File: config.mk
export PLATFORM = sky130hd
export DESIGN_NAME = ifc_merge
export DESIGN_NICKNAME = d
export VERILOG_FILES = /design/src/ifc_pkg.sv /design/src/ifc_merge.sv
export SDC_FILE = /design/constraint.sdc
export NUM_CORES = 1
export LEC_CHECK = 0
export BUFFER_PORTS_ARGS = -buffer_cell sky130_fd_sc_hd__buf_4
export CORE_MARGIN = 1.5
export CORE_UTILIZATION = 31
export DETAILED_ROUTE_END_ITERATION = 6
export PLACE_DENSITY = 0.66
export SYNTH_ARGS = -nofsm -noshare
export SYNTH_HDL_FRONTEND = slang
export SYNTH_SLANG_ARGS = --single-unit
File: constraint.sdc
create_clock -name clk_i -period 1.93 [get_ports clk_i]
set_clock_uncertainty 0.15 [all_clocks]
set_input_delay 0.193 -clock clk_i [delete_from_list [all_inputs] [get_ports clk_i]]
set_output_delay 0.193 -clock clk_i [all_outputs]
set_load 0.1 [all_outputs]
File: src/ifc_pkg.sv
// shared types and constants for the imu frame conditioner
package ifc_pkg;

  // sample width of every sensor field and result field
  localparam int DATA_W = 16;

  // lane counts: averaging lanes (accel x/y/z, mag x/y/z) and gyro lanes
  localparam int NUM_AVG  = 6;
  localparam int NUM_GYRO = 3;

  // low-pass coefficient, q0.16
  localparam int ALPHA_W = 16;
  localparam int FRAC_W  = 16;
  localparam logic [ALPHA_W-1:0] ALPHA_RESET = 16'd7316;
  localparam logic [ALPHA_W:0]   ALPHA_ONE   = 17'h10000;

  // configuration register indexes
  localparam int CFG_IDX_W = 2;
  typedef enum logic [CFG_IDX_W-1:0] {
    CFG_GYRO_OFF_X = 2'd0,
    CFG_GYRO_OFF_Y = 2'd1,
    CFG_GYRO_OFF_Z = 2'd2,
    CFG_LP_ALPHA   = 2'd3
  } cfg_idx_e;

  // pipeline control shared by all lanes
  typedef struct packed {
    logic adv;         // whole pipeline moves this cycle
    logic a_valid;     // stage a holds a word
    logic b_valid;     // stage b holds a word
    logic a_fwd;       // stage a history slot comes from the word just written
    logic a_slot_vld;  // stage a history slot was written since reset
  } lane_ctrl_t;

endpackage

File: src/ifc_merge.sv
// merging stage: collects the lane results into the output register
module ifc_merge (
  input  logic                              clk_i,
  input  logic                              rst_ni,
  input  logic                              c_valid_i,
  input  logic signed [ifc_pkg::DATA_W-1:0] avg_i  [ifc_pkg::NUM_AVG],
  input  logic signed [ifc_pkg::DATA_W-1:0] gyro_i [ifc_pkg::NUM_GYRO],
  input  logic                              out_ready_i,
  output logic                              adv_o,
  output logic                              out_valid_o,
  output logic signed [ifc_pkg::DATA_W-1:0] avg_o  [ifc_pkg::NUM_AVG],
  output logic signed [ifc_pkg::DATA_W-1:0] gyro_o [ifc_pkg::NUM_GYRO]
);

  import ifc_pkg::*;

  logic                     out_valid_q;
  logic signed [DATA_W-1:0] avg_q  [NUM_AVG];
  logic signed [DATA_W-1:0] gyro_q [NUM_GYRO];

  // pipeline moves whenever the output register is empty or being drained
  assign adv_o = !out_valid_q || out_ready_i;

  // output word valid
  always_ff @(posedge clk_i or negedge rst_ni) begin
    if (!rst_ni) begin
      out_valid_q <= 1'b0;
    end else if (adv_o) begin
      out_valid_q <= c_valid_i;
    end
  end

  // output word payload
  always_ff @(posedge clk_i) begin
    if (adv_o && c_valid_i) begin
      avg_q  <= avg_i;
      gyro_q <= gyro_i;
    end
  end

  assign out_valid_o = out_valid_q;
  assign avg_o       = avg_q;
  assign gyro_o      = gyro_q;

endmodule

==> flow_metrics.py, run 1 <==
metrics = {
    "clocking": {
        "holdBufCountCts": 132,
        "cts.sinks": 145,
        "max-clock-path-buffers": 2,
        "cts_setup_buffers": 0,
        "cts-htree-levels": 4,
        "post_cts_resized": 0,
        "root_buffer": "clkbuf_16",
        "cts_inserted_buffers": 17,
    },
    "synth": {
        "synth_edf_count": 144,
        "synth_flop_cell": "edfxtp_1",
        "syn_area_per_cell_sq_um": 29.6,
        "synth_top_cells_by_area": "edfxtp_1 99%, dfrtp_1 0.57%, nand2b_4 0.31%",
        "yosys_warnings": 0,
        "syn_area_sq_um": 4380,
        "synth_top_area_share_pct": 98.8,
        "post-synth-top-count-cell": "edfxtp_1",
        "netlist_instances": 148,
        "synth_async_sr_flop_share_pct": 0.690,
        "yosys.area.top_type": "edfxtp_1",
        "yosys-top-cells-count": "144 x edfxtp_1, 1 x and2_4, 1 x dfrtp_1, 1 x nand2b_1, 1 x nand2b_4",
        "ys_ff_latch": 145,
        "synth_cell_types": 5,
        "syn_nets": 296,
        "yosysSeqAreaShare_pct": 99.3,
    },
    "floorplanning": {
        "num_rows": 43,
        "die_h_um": 122,
        "io_pins": 294,
        "chipWidth_um": 122,
        "initial_core_util_pct": 31.7,
    },
    "place": {
        "place_inst": 623,
        "numPortBuffers": 293,
        "place_ws_ns": 0.335,
        "dpl.hpwl_um": 7880,
        "routabilityCongestion": 0.701,
        "place_area_sq_um": 6850,
    },
    "status": {
        "status": "did not finish",
        "firstError": "[ERROR RSZ-0060] Max buffer count reached.",
        "stop_stage": "clock tree synthesis",
    },
}
[stage by stage]
step                hold slack (ns)  util (%)
detailed placement           -0.179      49.5
global placement             -0.182      49.5
floorplan                    -0.253         -
[cells by family after synthesis]
kind of cell | Yosys count | share of synthesized area [%]
AND/OR/NAND/NOR | 3 | 0.657
flip-flops | 145 | 99.3
==> run 2: changes to the inputs <==
--- a/config.mk
+++ b/config.mk
@@ -7,9 +7,9 @@
 export LEC_CHECK = 0
 export BUFFER_PORTS_ARGS = -buffer_cell sky130_fd_sc_hd__buf_4
 export CORE_MARGIN = 1.5
-export CORE_UTILIZATION = 31
+export CORE_UTILIZATION = 20
 export DETAILED_ROUTE_END_ITERATION = 6
-export PLACE_DENSITY = 0.66
+export PLACE_DENSITY_LB_ADDON = 0.15
 export SYNTH_ARGS = -nofsm -noshare
 export SYNTH_HDL_FRONTEND = slang
 export SYNTH_SLANG_ARGS = --single-unit
==> constraint.sdc (replaced) <==
create_clock -name clk_i -period 2.5 [get_ports clk_i]
set_clock_uncertainty 0.15 [all_clocks]
set_input_delay 0.25 -clock clk_i [delete_from_list [all_inputs] [get_ports clk_i]]
set_output_delay 0.25 -clock clk_i [all_outputs]
set_load 0.1 [all_outputs]
==> run 2 against run 1 <==
  * The run now ends clean
  * Area after synthesis unchanged
  * Synthesized cell count unchanged
==> flow_metrics.py, run 2 <==
metrics = {
    "status": {
        "status": "finished, final reports clean",
    },
    "sta": {
        "hold_violations": 0,
        "timing.fmax_ghz": 0.556,
        "period_needed_ns": 1.80,
        "whs_ns": 0.356,
        "maxSlewViolCount": 0,
        "max-slew-margin-rel_pct": 75.7,
        "tightestPinTransition_ns": 0.365,
        "setup_viol": 0,
        "rsz0062_at_grt": "false",
        "final.setup.tns_ns": 0,
        "min_period_over_period_pct": 72.0,
    },
    "synth": {
        "syn_area_sq_um": 4380,
        "synth_cell_types": 5,
        "yosys.area.top_type": "edfxtp_1",
        "synth_async_sr_flop_share_pct": 0.690,
        "ys_ff_latch": 145,
        "netlist_instances": 148,
        "yosys-top-cells-count": "144 x edfxtp_1, 1 x and2_4, 1 x dfrtp_1, 1 x nand2b_1, 1 x nand2b_4",
        "yosys_warnings": 0,
        "syn_area_per_cell_sq_um": 29.6,
        "synth_edf_count": 144,
        "synth_top_area_share_pct": 98.8,
        "syn_nets": 296,
        "yosysSeqAreaShare_pct": 99.3,
        "post-synth-top-count-cell": "edfxtp_1",
        "synth_flop_cell": "edfxtp_1",
        "synth_top_cells_by_area": "edfxtp_1 99%, dfrtp_1 0.57%, nand2b_4 0.31%",
    },
    "worst_setup_path": {
        "path_delay_family": "flip-flops",
        "crit_slowest_cell": "dfrtp_4",
        "r2r-end": "avg_o[43]",
        "cp.required_ns": 2.42,
        "endpoint": "avg_o[43]",
        "crit_start": "out_valid_o",
        "arrival_ns": 1.72,
        "worstSetupPathType": "reg2reg",
        "r2r_start": "out_valid_o",
        "path_depth": 3,
        "ff2ff_setup_slack_ns": 0.70,
        "cp_cell_sequence": "nand2b_4 -> and2_4 -> buf_12",
        "crit_fanout": 65,
        "max_stage_delay_ns": 0.49,
        "end_kind": "register",
        "reg2reg_depth": 3,
        "path_buf_inv": 1,
        "start_kind": "register",
    },
    "clocking": {
        "holdBufCountCts": 148,
        "root_buffer": "clkbuf_16",
        "cts_inserted_buffers": 17,
        "insertion_delay_ns": 0.41,
        "cts_setup_buffers": 0,
        "path_clk_slew_ns": 0.07,
        "max-clock-path-buffers": 2,
        "cts-htree-levels": 4,
        "tritoncts": "done",
        "post_cts_resized": 0,
        "cts.sinks": 145,
    },
    "hold_path": {
        "min_path_type": "in2reg",
        "hp-start": "out_ready_i",
    },
    "pwr": {
        "ir_worst_vdd_uv": 405,
        "p_int_mw": 4.64,
        "swShare_pct": 32.1,
        "p_leak_nw": 3.69,
        "power_density_nw_per_um2": 759,
        "clockPowerShare_pct": 35.0,
        "seq_power_share_pct": 42.0,
        "combPwrFrac_pct": 23.0,
        "power.net_switching_mw": 2.20,
    },
    "route": {
        "drt-pass1-iter-count": 4,
        "drc": 0,
        "wire_per_inst_um": 14.5,
        "antenna_left": 0,
        "drtIter0Drc": 145,
        "vias": 3199,
        "drt-total-wl_um": 13000,
        "via_per_inst": 3.56,
    },
    "layout": {
        "largest_register_ffs": 96,
        "drive_gt1_share_pct": 52.8,
        "nNetsFinal": 758,
        "n_fill_cell": 1931,
        "area_growth_pct": 106,
        "final_common_cell": "buf_4",
        "final_cell_mix": "293 x buf_4, 148 x dlygate4sd3_1, 144 x edfxtp_1",
        "utilization_pct": 42.4,
    },
    "flow_run": {
        "cap_violations": 0,
    },
    "place": {
        "numPortBuffers": 293,
        "routabilityCongestion": 0.745,
    },
    "global_route": {
        "antenna_found_initial": 1,
        "overflow": 0,
        "grt_pass1_wl_um": 18400,
        "grt_pass1_vias": 3538,
        "grt_usage_pct": 11.1,
        "grt_max_degree": 66,
    },
    "floorplanning": {
        "design.core.area_sq_um": 21200,
        "io_pins": 294,
        "initial_core_util_pct": 20.6,
        "chipWidth_um": 151,
        "dieArea_sq_um": 22800,
        "num_rows": 53,
        "die_h_um": 151,
    },
}
## run 2: cell counts after synthesis
No cell type changed its count.
## run 2: how the worst min path moves through the flow
stage	cells past startpoint	end	slack, ns
global placement	1	out_valid_o	-0.12
finish	3	avg_o[28]	0.36
global route	3	avg_o[28]	0.35
CTS	3	avg_o[28]	0.35
detailed placement	1	out_valid_o	-0.12
floorplan	0	out_valid_o	-0.20
## run 2: power by group through the flow
| stage | logic [mW] | clock network (mW) | registers (mW) |
|---|---|---|---|
| after detailed placement | 1.39 | 0 | 2.93 |
| after global routing | 1.62 | 2.58 | 2.89 |
| after floorplan | 0.0551 | 0 | 3.85 |
| after global placement | 1.39 | 0 | 2.92 |
| after CTS | 1.58 | 2.47 | 2.88 |
| final | 1.57 | 2.39 | 2.87 |
## run 2: worst min-delay path: stages
cell	delay, ns
buf_4	0.11
nand2b_4	0.14
and2_4	0.22
## run 2: per-stage QoR
stage	std cells	worst slack (ns)	area (sq um)	total power [mW]
finish	899	0.700	9010	6.84
global route	899	0.619	9010	7.08
CTS	898	0.694	9000	6.93
detailed placement	718	0.713	6970	4.32
global placement	718	0.752	6970	4.31
floorplan	148	-0.133	4380	3.90
## run 2: logic make-up after synthesis
| group | Yosys count | share of synthesized area, % |
|---|---|---|
| flip-flops | 145 | 99.3 |
| AND/OR/NAND/NOR | 3 | 0.657 |
## run 2: routing by layer
metal | part of all wire, % | track usage (%)
met1 | 35 | 11.4
met2 | 52 | 18.9
met3 | 12 | 6.30
met4 | 1.0 | 3.79
met5 | 0 | 0
## run 2: area by class of cell
type,count,area (sq um),area share [%]
diodes,1,2.50,0.0278
clock buffers,20,457,5.07
clock inverters,12,100,1.11
multi-input cells,3,28.8,0.320
flip-flops and latches,145,4350,48.3
well taps,275,344,3.82
repair buffers,443,3720,41.3
(Power assumes the default switching activity.)
