--- src/ifc_pkg.sv ---
// shared types and constants for the imu frame conditioner
package ifc_pkg;

  // sample width of every sensor field and result field
  localparam int DATA_W = 16;

  // lane counts: averaging lanes (accel x/y/z, mag x/y/z) and gyro lanes
  localparam int NUM_AVG  = 6;
  localparam int NUM_GYRO = 3;

  // low-pass coefficient, q0.16
  localparam int ALPHA_W = 16;
  localparam int FRAC_W  = 16;
  localparam logic [ALPHA_W-1:0] ALPHA_RESET = 16'd7316;
  localparam logic [ALPHA_W:0]   ALPHA_ONE   = 17'h10000;

  // configuration register indexes
  localparam int CFG_IDX_W = 2;
  typedef enum logic [CFG_IDX_W-1:0] {
    CFG_GYRO_OFF_X = 2'd0,
    CFG_GYRO_OFF_Y = 2'd1,
    CFG_GYRO_OFF_Z = 2'd2,
    CFG_LP_ALPHA   = 2'd3
  } cfg_idx_e;

  // pipeline control shared by all lanes
  typedef struct packed {
    logic adv;         // whole pipeline moves this cycle
    logic a_valid;     // stage a holds a word
    logic b_valid;     // stage b holds a word
    logic a_fwd;       // stage a history slot comes from the word just written
    logic a_slot_vld;  // stage a history slot was written since reset
  } lane_ctrl_t;

endpackage

--- src/ifc_ram.sv ---
// generic single-write, single-read ram with registered read data
module ifc_ram #(
  parameter int WIDTH = 16,
  parameter int DEPTH = 100
) (
  input  logic                                   clk_i,
  input  logic                                   we_i,
  input  logic [((DEPTH > 1) ? $clog2(DEPTH) : 1)-1:0] waddr_i,
  input  logic [WIDTH-1:0]                       wdata_i,
  input  logic                                   re_i,
  input  logic [((DEPTH > 1) ? $clog2(DEPTH) : 1)-1:0] raddr_i,
  output logic [WIDTH-1:0]                       rdata_o
);

  logic [WIDTH-1:0] mem_q [DEPTH];
  logic [WIDTH-1:0] rdata_q;

  // write port
  always_ff @(posedge clk_i) begin
    if (we_i) begin
      mem_q[waddr_i] <= wdata_i;
    end
  end

  // registered read port
  always_ff @(posedge clk_i) begin
    if (re_i) begin
      rdata_q <= mem_q[raddr_i];
    end
  end

  assign rdata_o = rdata_q;

endmodule

--- src/ifc_avg_lane.sv ---
// one moving-average lane: history ram, running sum and divide by the window
module ifc_avg_lane #(
  parameter int WINDOW_LENGTH = 100
) (
  input  logic                                   clk_i,
  input  logic                                   rst_ni,
  input  ifc_pkg::lane_ctrl_t                    ctrl_i,
  input  logic [((WINDOW_LENGTH > 1) ? $clog2(WINDOW_LENGTH) : 1)-1:0] rd_pos_i,
  input  logic [((WINDOW_LENGTH > 1) ? $clog2(WINDOW_LENGTH) : 1)-1:0] wr_pos_i,
  input  logic signed [ifc_pkg::DATA_W-1:0]      x_i,
  output logic signed [ifc_pkg::DATA_W-1:0]      avg_o
);

  import ifc_pkg::*;

  localparam int LOG_W   = $clog2(WINDOW_LENGTH);
  localparam int SUM_W   = DATA_W + LOG_W;
  localparam int MAG_W   = SUM_W;
  localparam int SHIFT   = MAG_W + LOG_W;
  localparam int RECIP_W = MAG_W + 1;
  localparam int PROD_W  = MAG_W + RECIP_W;
  localparam int QUOT_W  = DATA_W + 1;
  // ceil(2^SHIFT / window) gives an exact floor quotient for any magnitude
  localparam logic [63:0] RECIP_FULL =
    ((64'd1 << SHIFT) + 64'(WINDOW_LENGTH) - 64'd1) / 64'(WINDOW_LENGTH);
  localparam logic [RECIP_W-1:0] RECIP = RECIP_FULL[RECIP_W-1:0];

  logic signed [DATA_W-1:0] x_a_q;
  logic signed [DATA_W-1:0] fwd_x_q;
  logic        [DATA_W-1:0] rd_data;
  logic signed [DATA_W-1:0] old_x;
  logic signed [SUM_W-1:0]  sum_q;
  logic signed [SUM_W-1:0]  sum_d;
  logic        [MAG_W-1:0]  mag;
  logic        [PROD_W-1:0] prod_c_q;
  logic                     neg_c_q;
  logic        [QUOT_W-1:0] quot;
  logic        [QUOT_W-1:0] res;

  // sample history ring
  ifc_ram #(
    .WIDTH(DATA_W),
    .DEPTH(WINDOW_LENGTH)
  ) u_hist (
    .clk_i  (clk_i),
    .we_i   (ctrl_i.adv && ctrl_i.a_valid),
    .waddr_i(wr_pos_i),
    .wdata_i(x_a_q),
    .re_i   (ctrl_i.adv),
    .raddr_i(rd_pos_i),
    .rdata_o(rd_data)
  );

  // oldest sample: forwarded, from the ring, or zero for a slot never written
  always_comb begin
    if (ctrl_i.a_fwd) begin
      old_x = fwd_x_q;
    end else if (ctrl_i.a_slot_vld) begin
      old_x = rd_data;
    end else begin
      old_x = '0;
    end
    sum_d = sum_q + SUM_W'(x_a_q) - SUM_W'(old_x);
  end

  // running sum, updated as a word leaves stage a
  always_ff @(posedge clk_i or negedge rst_ni) begin
    if (!rst_ni) begin
      sum_q <= '0;
    end else if (ctrl_i.adv && ctrl_i.a_valid) begin
      sum_q <= sum_d;
    end
  end

  // magnitude of the sum for the reciprocal multiply
  assign mag = sum_q[SUM_W-1] ? MAG_W'(-sum_q) : MAG_W'(sum_q);

  // stage registers: input sample, forward copy, product
  always_ff @(posedge clk_i) begin
    if (ctrl_i.adv) begin
      x_a_q    <= x_i;
      fwd_x_q  <= x_a_q;
      neg_c_q  <= sum_q[SUM_W-1];
      prod_c_q <= PROD_W'(mag) * PROD_W'(RECIP);
    end
  end

  // quotient with sign restored, truncated toward zero
  assign quot  = prod_c_q[SHIFT +: QUOT_W];
  assign res   = neg_c_q ? (-quot) : quot;
  assign avg_o = res[DATA_W-1:0];

endmodule

--- config.mk ---
export PLATFORM = sky130hd
export DESIGN_NAME = ifc_avg_lane
export DESIGN_NICKNAME = d
export VERILOG_FILES = /design/src/ifc_pkg.sv /design/src/ifc_ram.sv /design/src/ifc_avg_lane.sv
export SDC_FILE = /design/constraint.sdc
export NUM_CORES = 2
export LEC_CHECK = 0
export BUFFER_PORTS_ARGS = -buffer_cell sky130_fd_sc_hd__buf_2
export CAP_MARGIN = 10
export CORE_UTILIZATION = 55
export DETAILED_ROUTE_END_ITERATION = 6
export PLACE_DENSITY = 0.71
export SYNTH_ARGS = -nofsm -noshare
export SYNTH_HDL_FRONTEND = slang
export SYNTH_SLANG_ARGS = --single-unit
export TNS_END_PERCENT = 5
--- constraint.sdc ---
create_clock -name clk_i -period 9.8 [get_ports clk_i]
set_input_delay 0.49 -clock clk_i [delete_from_list [all_inputs] [get_ports clk_i]]
set_output_delay 0.49 -clock clk_i [all_outputs]
set_load 0.005 [all_outputs]
# Word level (Yosys, flattened, before mapping)
# Memory sizes are Yosys's and may differ from the RTL's. A register that Yosys moved wholly into a read port is not among the register bits.
# Cells that the tools add are included.
# Widths: inputs -> output; s select.
# op_classes
n_reduce_logical,1
mux,6
div_mod_pow,0
bitwise,0
magnitude_cmp,0
n_eq_ne,0
mul,1
shifts,0
add_sub_neg,4
# ops
op,count
$mux 16,3
$mul 23x24->46 const B,1
$add 23x16->23,1
$mux 23,1
$neg 23->23,1
$sub 23x16->23,1
$neg 16->16,1
$mux 1,2
$logic_and 1x1->1,1
# totals
latch_bits,0
ramBits,1600
elab_cells,18
mem_count,1
regBits,102
rom_bits,0
out_inout_bits,16
inputBits,37
# memory_table
name,depth,width,read_ports,rd_ports_with_merged_regs,wr,line,source
u_hist.mem_q,100,16,1,1,1,ifc_ram.sv:15,logic [WIDTH-1:0] mem_q [DEPTH];

# Logic depth before layout (Yosys ltp)
# logic_depth
depth_word,3
ltp_mapped,30
mapped_depth_nobuf,30

# By module
# From an unflattened synthesis, not the netlist that was laid out.
# unflattened
cells_unflattened,4111
hier_area_um2,76209.3
# by_module_without_submodules
mod,instances,area_each_um2,seq_area_each_um2,cells_per_inst
ifc_ram,1,61993.2,48526.5,2669
ifc_avg_lane,1,14216.1,2047.0,1442

# Least setup slack after synthesis
# OpenSTA, ideal clock, no wires.
# synth_path
path_type,register to register
startpoint,reg sum_q[0]
endpoint,"reg prod_c_q[38], data pin"
arrival_ns,7.407
required_time_ns,9.535
synth_period_minus_slack_ns,7.672
path_buffers,0
slack_ns,2.128
path_stages_with_launch,30
setup_time_ns,0.265
cell_sequence,dfrtp_1 > inv_1 > ha_1 > nand3_1 > or3_1 > and2_1 > xnor2_1 > inv_1 > fa_1 > ha_1 > inv_1 > fa_1 > inv_1 > fa_1 > fa_1 > fa_1 > inv_1 > fa_1 > inv_1 > ha_1 > a21oi_1 > nor2_1 > nor4_1 > a21oi_1 > a311o_1 > and2_1 > a221oi_4 > and2b_1 > o21ai_0 > xor2_1
# synth_between
elab_chain_cells,3
# synth_lines
element,line,source
"start, declared",ifc_avg_lane.sv:32,logic signed [SUM_W-1:0] sum_q;
"start signal, assigned",ifc_avg_lane.sv:71,sum_q <= sum_d;
$neg 23->23,ifc_avg_lane.sv:76,assign mag = sum_q[SUM_W-1] ? MAG_W'(-sum_q) : MAG_W'(sum_q);
$mux 23 *,ifc_avg_lane.sv:76,
$mul 23x24->46 *,ifc_avg_lane.sv:84,prod_c_q <= PROD_W'(mag) * PROD_W'(RECIP);
"end signal, assigned",ifc_avg_lane.sv:84,
"end, declared",ifc_avg_lane.sv:35,logic [PROD_W-1:0] prod_c_q;
# Every way passes the cells marked *; elsewhere a longest branch is shown, timed or not.
# A chain may end at the register's enable or synchronous reset.

# Worst setup path after layout
# layout_path
startpoint,reg sum_q[2]
endpoint,"reg prod_c_q[38], data pin"
# Same word-level chain as after synthesis.

==> impl.org <==
** Status
- The flow ran to the end, and the final reports show no timing, DRC or antenna violations.

** Setup path
- Kind of cell adding the most delay to the critical path :: adder cells
- In this run the worst path has a maximum fanout of 5.
- Number of cells on the critical path :: 29
- Depth of the worst register-to-register path :: 29
- Crit-path slowest cell :: sky130_fd_sc_hd__fa_1
- Data arrival at the endpoint of the critical path :: 8.99 ns
- Data on the critical path is required at its endpoint by about 10 ns.
- The worst register-to-register path begins at sum_q[2].
- CP most frequent cell :: sky130_fd_sc_hd__fa_1
- The worst register-to-register path has a setup slack of between 1 and 1.5 ns.
- Worst Path Class, Setup :: reg -> reg
- Combined buffer and inverter count along the critical path :: 5
- Setup crit end kind :: flop
- Critical R2R Capture :: prod_c_q[38]
- The worst setup path is launched from a flop.
- Slowest Stage Delay on Critical Path :: roughly 0.55 ns

** Global routing
- For this run, global-route usage on met1 was measured as between 30% and 40%.
- The number of global-route vias before repair is between 30k and 40k.
- Largest net degree at the start of global routing :: ~150
- Summed over all layers, the global routing overflow is 0.
- Global Route Usage Sum :: approximately a quarter
- Met3 usage in global routing :: roughly 3.6%
- Antenna violations before repair :: 12
- Met2 track utilization from global routing :: about 40%
- After global routing, the most crowded layer is met2.
- The first global-routing pass estimated 246,600 µm of wire.

** Synthesis
- Number of synthesis warnings :: 0
- Yosys mapped the design onto 57 distinct sky130hd cell types.
- The number of nets in the synthesized netlist is about 4.4k.
- Async set-or-reset flop fraction in the synthesized netlist :: between 1 and 1.5%
- Post-synthesis cell area :: between 70,000 and 80,000 µm²
- The synthesized design contains between 1.5k and 2k register bits.
- Most used flip-flop cell after synthesis :: sky130_fd_sc_hd__edfxtp_1
- Avg Cell Area, Syn :: between 15 and 20 µm²
- After technology mapping, the gate count stands at around 3.8k.
- Yosys mapped a number of flops with a built-in enable equal to about 1.7k.
- Sequential area share after synthesis :: 66.91%

** STA
- Final Critical Period :: around 8.5 ns
- Achievable frequency :: about 0.12 GHz
- Setup total negative slack on the finished layout was measured at 0 ns.
- At the pin with the least slew margin, the transition time is 1.231 ns.
- Remaining max-slew budget at the tightest pin :: 17.92%
- The clock arrives with between 0.06 and 0.07 ns of skew.
- The number of pins exceeding their max-slew limit in the final report was 0.
- The final-report hold violation count came to 0.
- Setup violations remaining at the end of the flow were counted as 0.
- Final worst setup slack :: roughly 1.3 ns
- Setup repair after global routing left no endpoint under its margin.
- Dividing the final minimum period by the clock period gives ~87%.

** Clocking
- Post-CTS timing repair inserted 0 buffers for setup.
- TritonCTS built the clock tree.
- The clock reaches the later pin of the worst-skew pair after 0.79 ns.
- The clock passes through at most 3 buffers.
- CTS Hold Bufs :: 17
- Maximum level of the CTS H-tree :: 4
- Clock-pin slew was measured on the worst setup and hold paths at 0.06 ns.
- Clk sinks :: 1,688
- The tree is rooted in a sky130_fd_sc_hd__clkbuf_16.
- Clock buffers created by TritonCTS :: between 150 and 200
- Post-CTS repair changed the size of 0 cells.

** Die
- The die covers around 140,000 µm².
- In this run the core area contains roughly 140 standard-cell rows.
- Initial core utilization :: between 50% and 60%
- Measured along the x axis, the die boundary spans around 370 µm.
- The core region is about 140,000 µm².
- Num ports :: 53
- Vertical die dimension :: approximately 370 µm

** Routing
- Detailed-route DRC error count :: 0
- Initial DRT Pass Iterations :: 5
- For this block, the routed nets add up to around 170,000 µm of wire.
- Detail-routed net length per standard cell :: 27.49 µm
- Using the TritonRoute via totals, the vias-per-cell ratio works out to roughly 6.1.
- For this block, the initial DRC count from the detailed router was 3,905.
- Detailed routing inserted a total of 36.37k vias.
- Once detail routing completed, the nets flagged for antenna violations numbered 0.

** Final layout
- Fill cell total of the finished layout :: 9,332
- Compared with the post-synthesis result, the final layout area differs by 11.23%.
- Final #Nets :: approximately 4.6k
- Layout cell share with drive strength beyond 1 :: a little under a quarter

** Min path
- Worst Hold End :: u_hist.mem_q[17][10]
- The startpoint identified for the worst hold timing path is wr_pos_i[0].
- Hold crit path type :: in -> reg
- Cell depth of the worst hold path :: 3

** Place
- Prior to clock tree synthesis, the placed netlist has a worst setup slack of approximately 1.3 ns.
- The HPWL after detailed placement is approximately 100,000 µm.
- Global placer's final weighted congestion :: approximately 0.87
- Port Buffer Count :: 51

** Job
- The tool flagged a number of max-cap violations equal to 0.
-- final cells by class --
| type | count | area (µm²) | share of cell area, % |
|---|---|---|---|
| sequential | 1688 | 50570 | 60.15 |
| multi-input combinational | 1604 | 22830 | 27.16 |
| clock buffer | 205 | 4300 | 5.115 |
| tap | 1781 | 2228 | 2.650 |
| timing repair buffer | 216 | 1618 | 1.924 |
| inverter | 408 | 1531 | 1.821 |
| clock inverter | 100 | 973.4 | 1.158 |
| antenna | 8 | 20.02 | 0.02381 |
-- worst reg2reg max path: cells and delay by family (launching register included) --
kind / cells / cell delay [ns]
adder cells (fa/ha/maj): 8 / 3.63
AND/OR/NAND/NOR: 9 / 2.15
AO/OA/AOI/OAI: 5 / 1.03
XOR/XNOR: 2 / 0.56
buffers and inverters: 5 / 0.44
flip-flops: 1 / 0.43
-- flip-flops by register name, summed over array words and instances, names as in the netlist --
register	flops
prod_c_q	16
neg_c_q	1
fwd_x_q	16
sum_q	23
x_a_q	16
u_hist.mem_q	1600
u_hist.rdata_o	16
-- Yosys cell counts, drive strengths merged (20+ instances only) --
| master | number | area [µm²] |
|---|---|---|
| nand2 | 88 | 330.3 |
| buf | 71 | 391.6 |
| mux2 | 28 | 315.3 |
| ha | 263 | 3291 |
| dfrtp | 23 | 575.6 |
| nor2 | 129 | 484.2 |
| clkbuf | 72 | 270.3 |
| mux4 | 512 | 11530 |
| o21ai | 64 | 320.3 |
| xnor2 | 56 | 490.5 |
| edfxtp | 1665 | 50000 |
| a21oi | 44 | 220.2 |
| xor2 | 22 | 192.7 |
| nand3 | 20 | 100.1 |
| inv | 408 | 1531 |
| fa | 215 | 4304 |
-- cells in the final DEF, fill, tap and decap left out, drive strengths merged, types with 13 or more instances in the layout --
cell         netlist  final
a21o              13     13
a21oi             44     44
a22o              14     14
buf               71    199
clkbuf            72    205
clkinv             0     77
dfrtp             23     23
dlygate4sd3        0     17
edfxtp          1665   1665
fa               215    215
ha               263    263
inv              408    418
mux2              28     28
mux4             512    512
nand2             88     88
nand3             20     20
nor2             129    129
o21ai             64     64
xnor2             56     56
xor2              22     22
-- through the flow --
step	utilization, %	instance area [µm²]	instances	hold slack [ns]
global placement	57.82	78610	5680	0.4614
finish	61.83	84080	6010	0.2628
floorplan	-	75590	3843	0.1944
detailed placement	57.82	78610	5680	0.4702
CTS	61.82	84060	6002	0.2098
global route	61.82	84060	6004	0.2545
-- metal layers --
layer	routed length [µm]	share of wire, %
met4	3780	2.3
met5	42	0.025
met3	11800	7.1
met2	82440	50
met1	67160	41
-- cells by family (layout without fill, tap and decap cells) --
logic type      Yosys count  after routing  share of synthesized area (%)
compound gates          195            195                          1.670
xor+xnor                 78             78                         0.9038
fa+ha+maj               478            478                          10.05
buf+inv                 551            929                          2.902
flops                  1688           1688                          66.91
mux                     551            551                          15.82
other cells               0              8                              0
simple gates            302            302                          1.751
-- worst max path at each step --
| stage | start | to | slack, ns |
|---|---|---|---|
| 5_1_grt | sum_q[2] | prod_c_q[38] | 0.71 |
| 2_1_floorplan | sum_q[0] | prod_c_q[38] | 2.13 |
| 3_5_place_dp | sum_q[3] | prod_c_q[38] | 1.25 |
| 6_report | sum_q[2] | prod_c_q[38] | 1.30 |
| 4_1_cts | sum_q[2] | prod_c_q[38] | 1.28 |
| 3_3_place_gp | sum_q[2] | prod_c_q[38] | 1.23 |
Power is not shown: default switching activity piles up to over one toggle a cycle in this logic, so the estimate is an artifact.
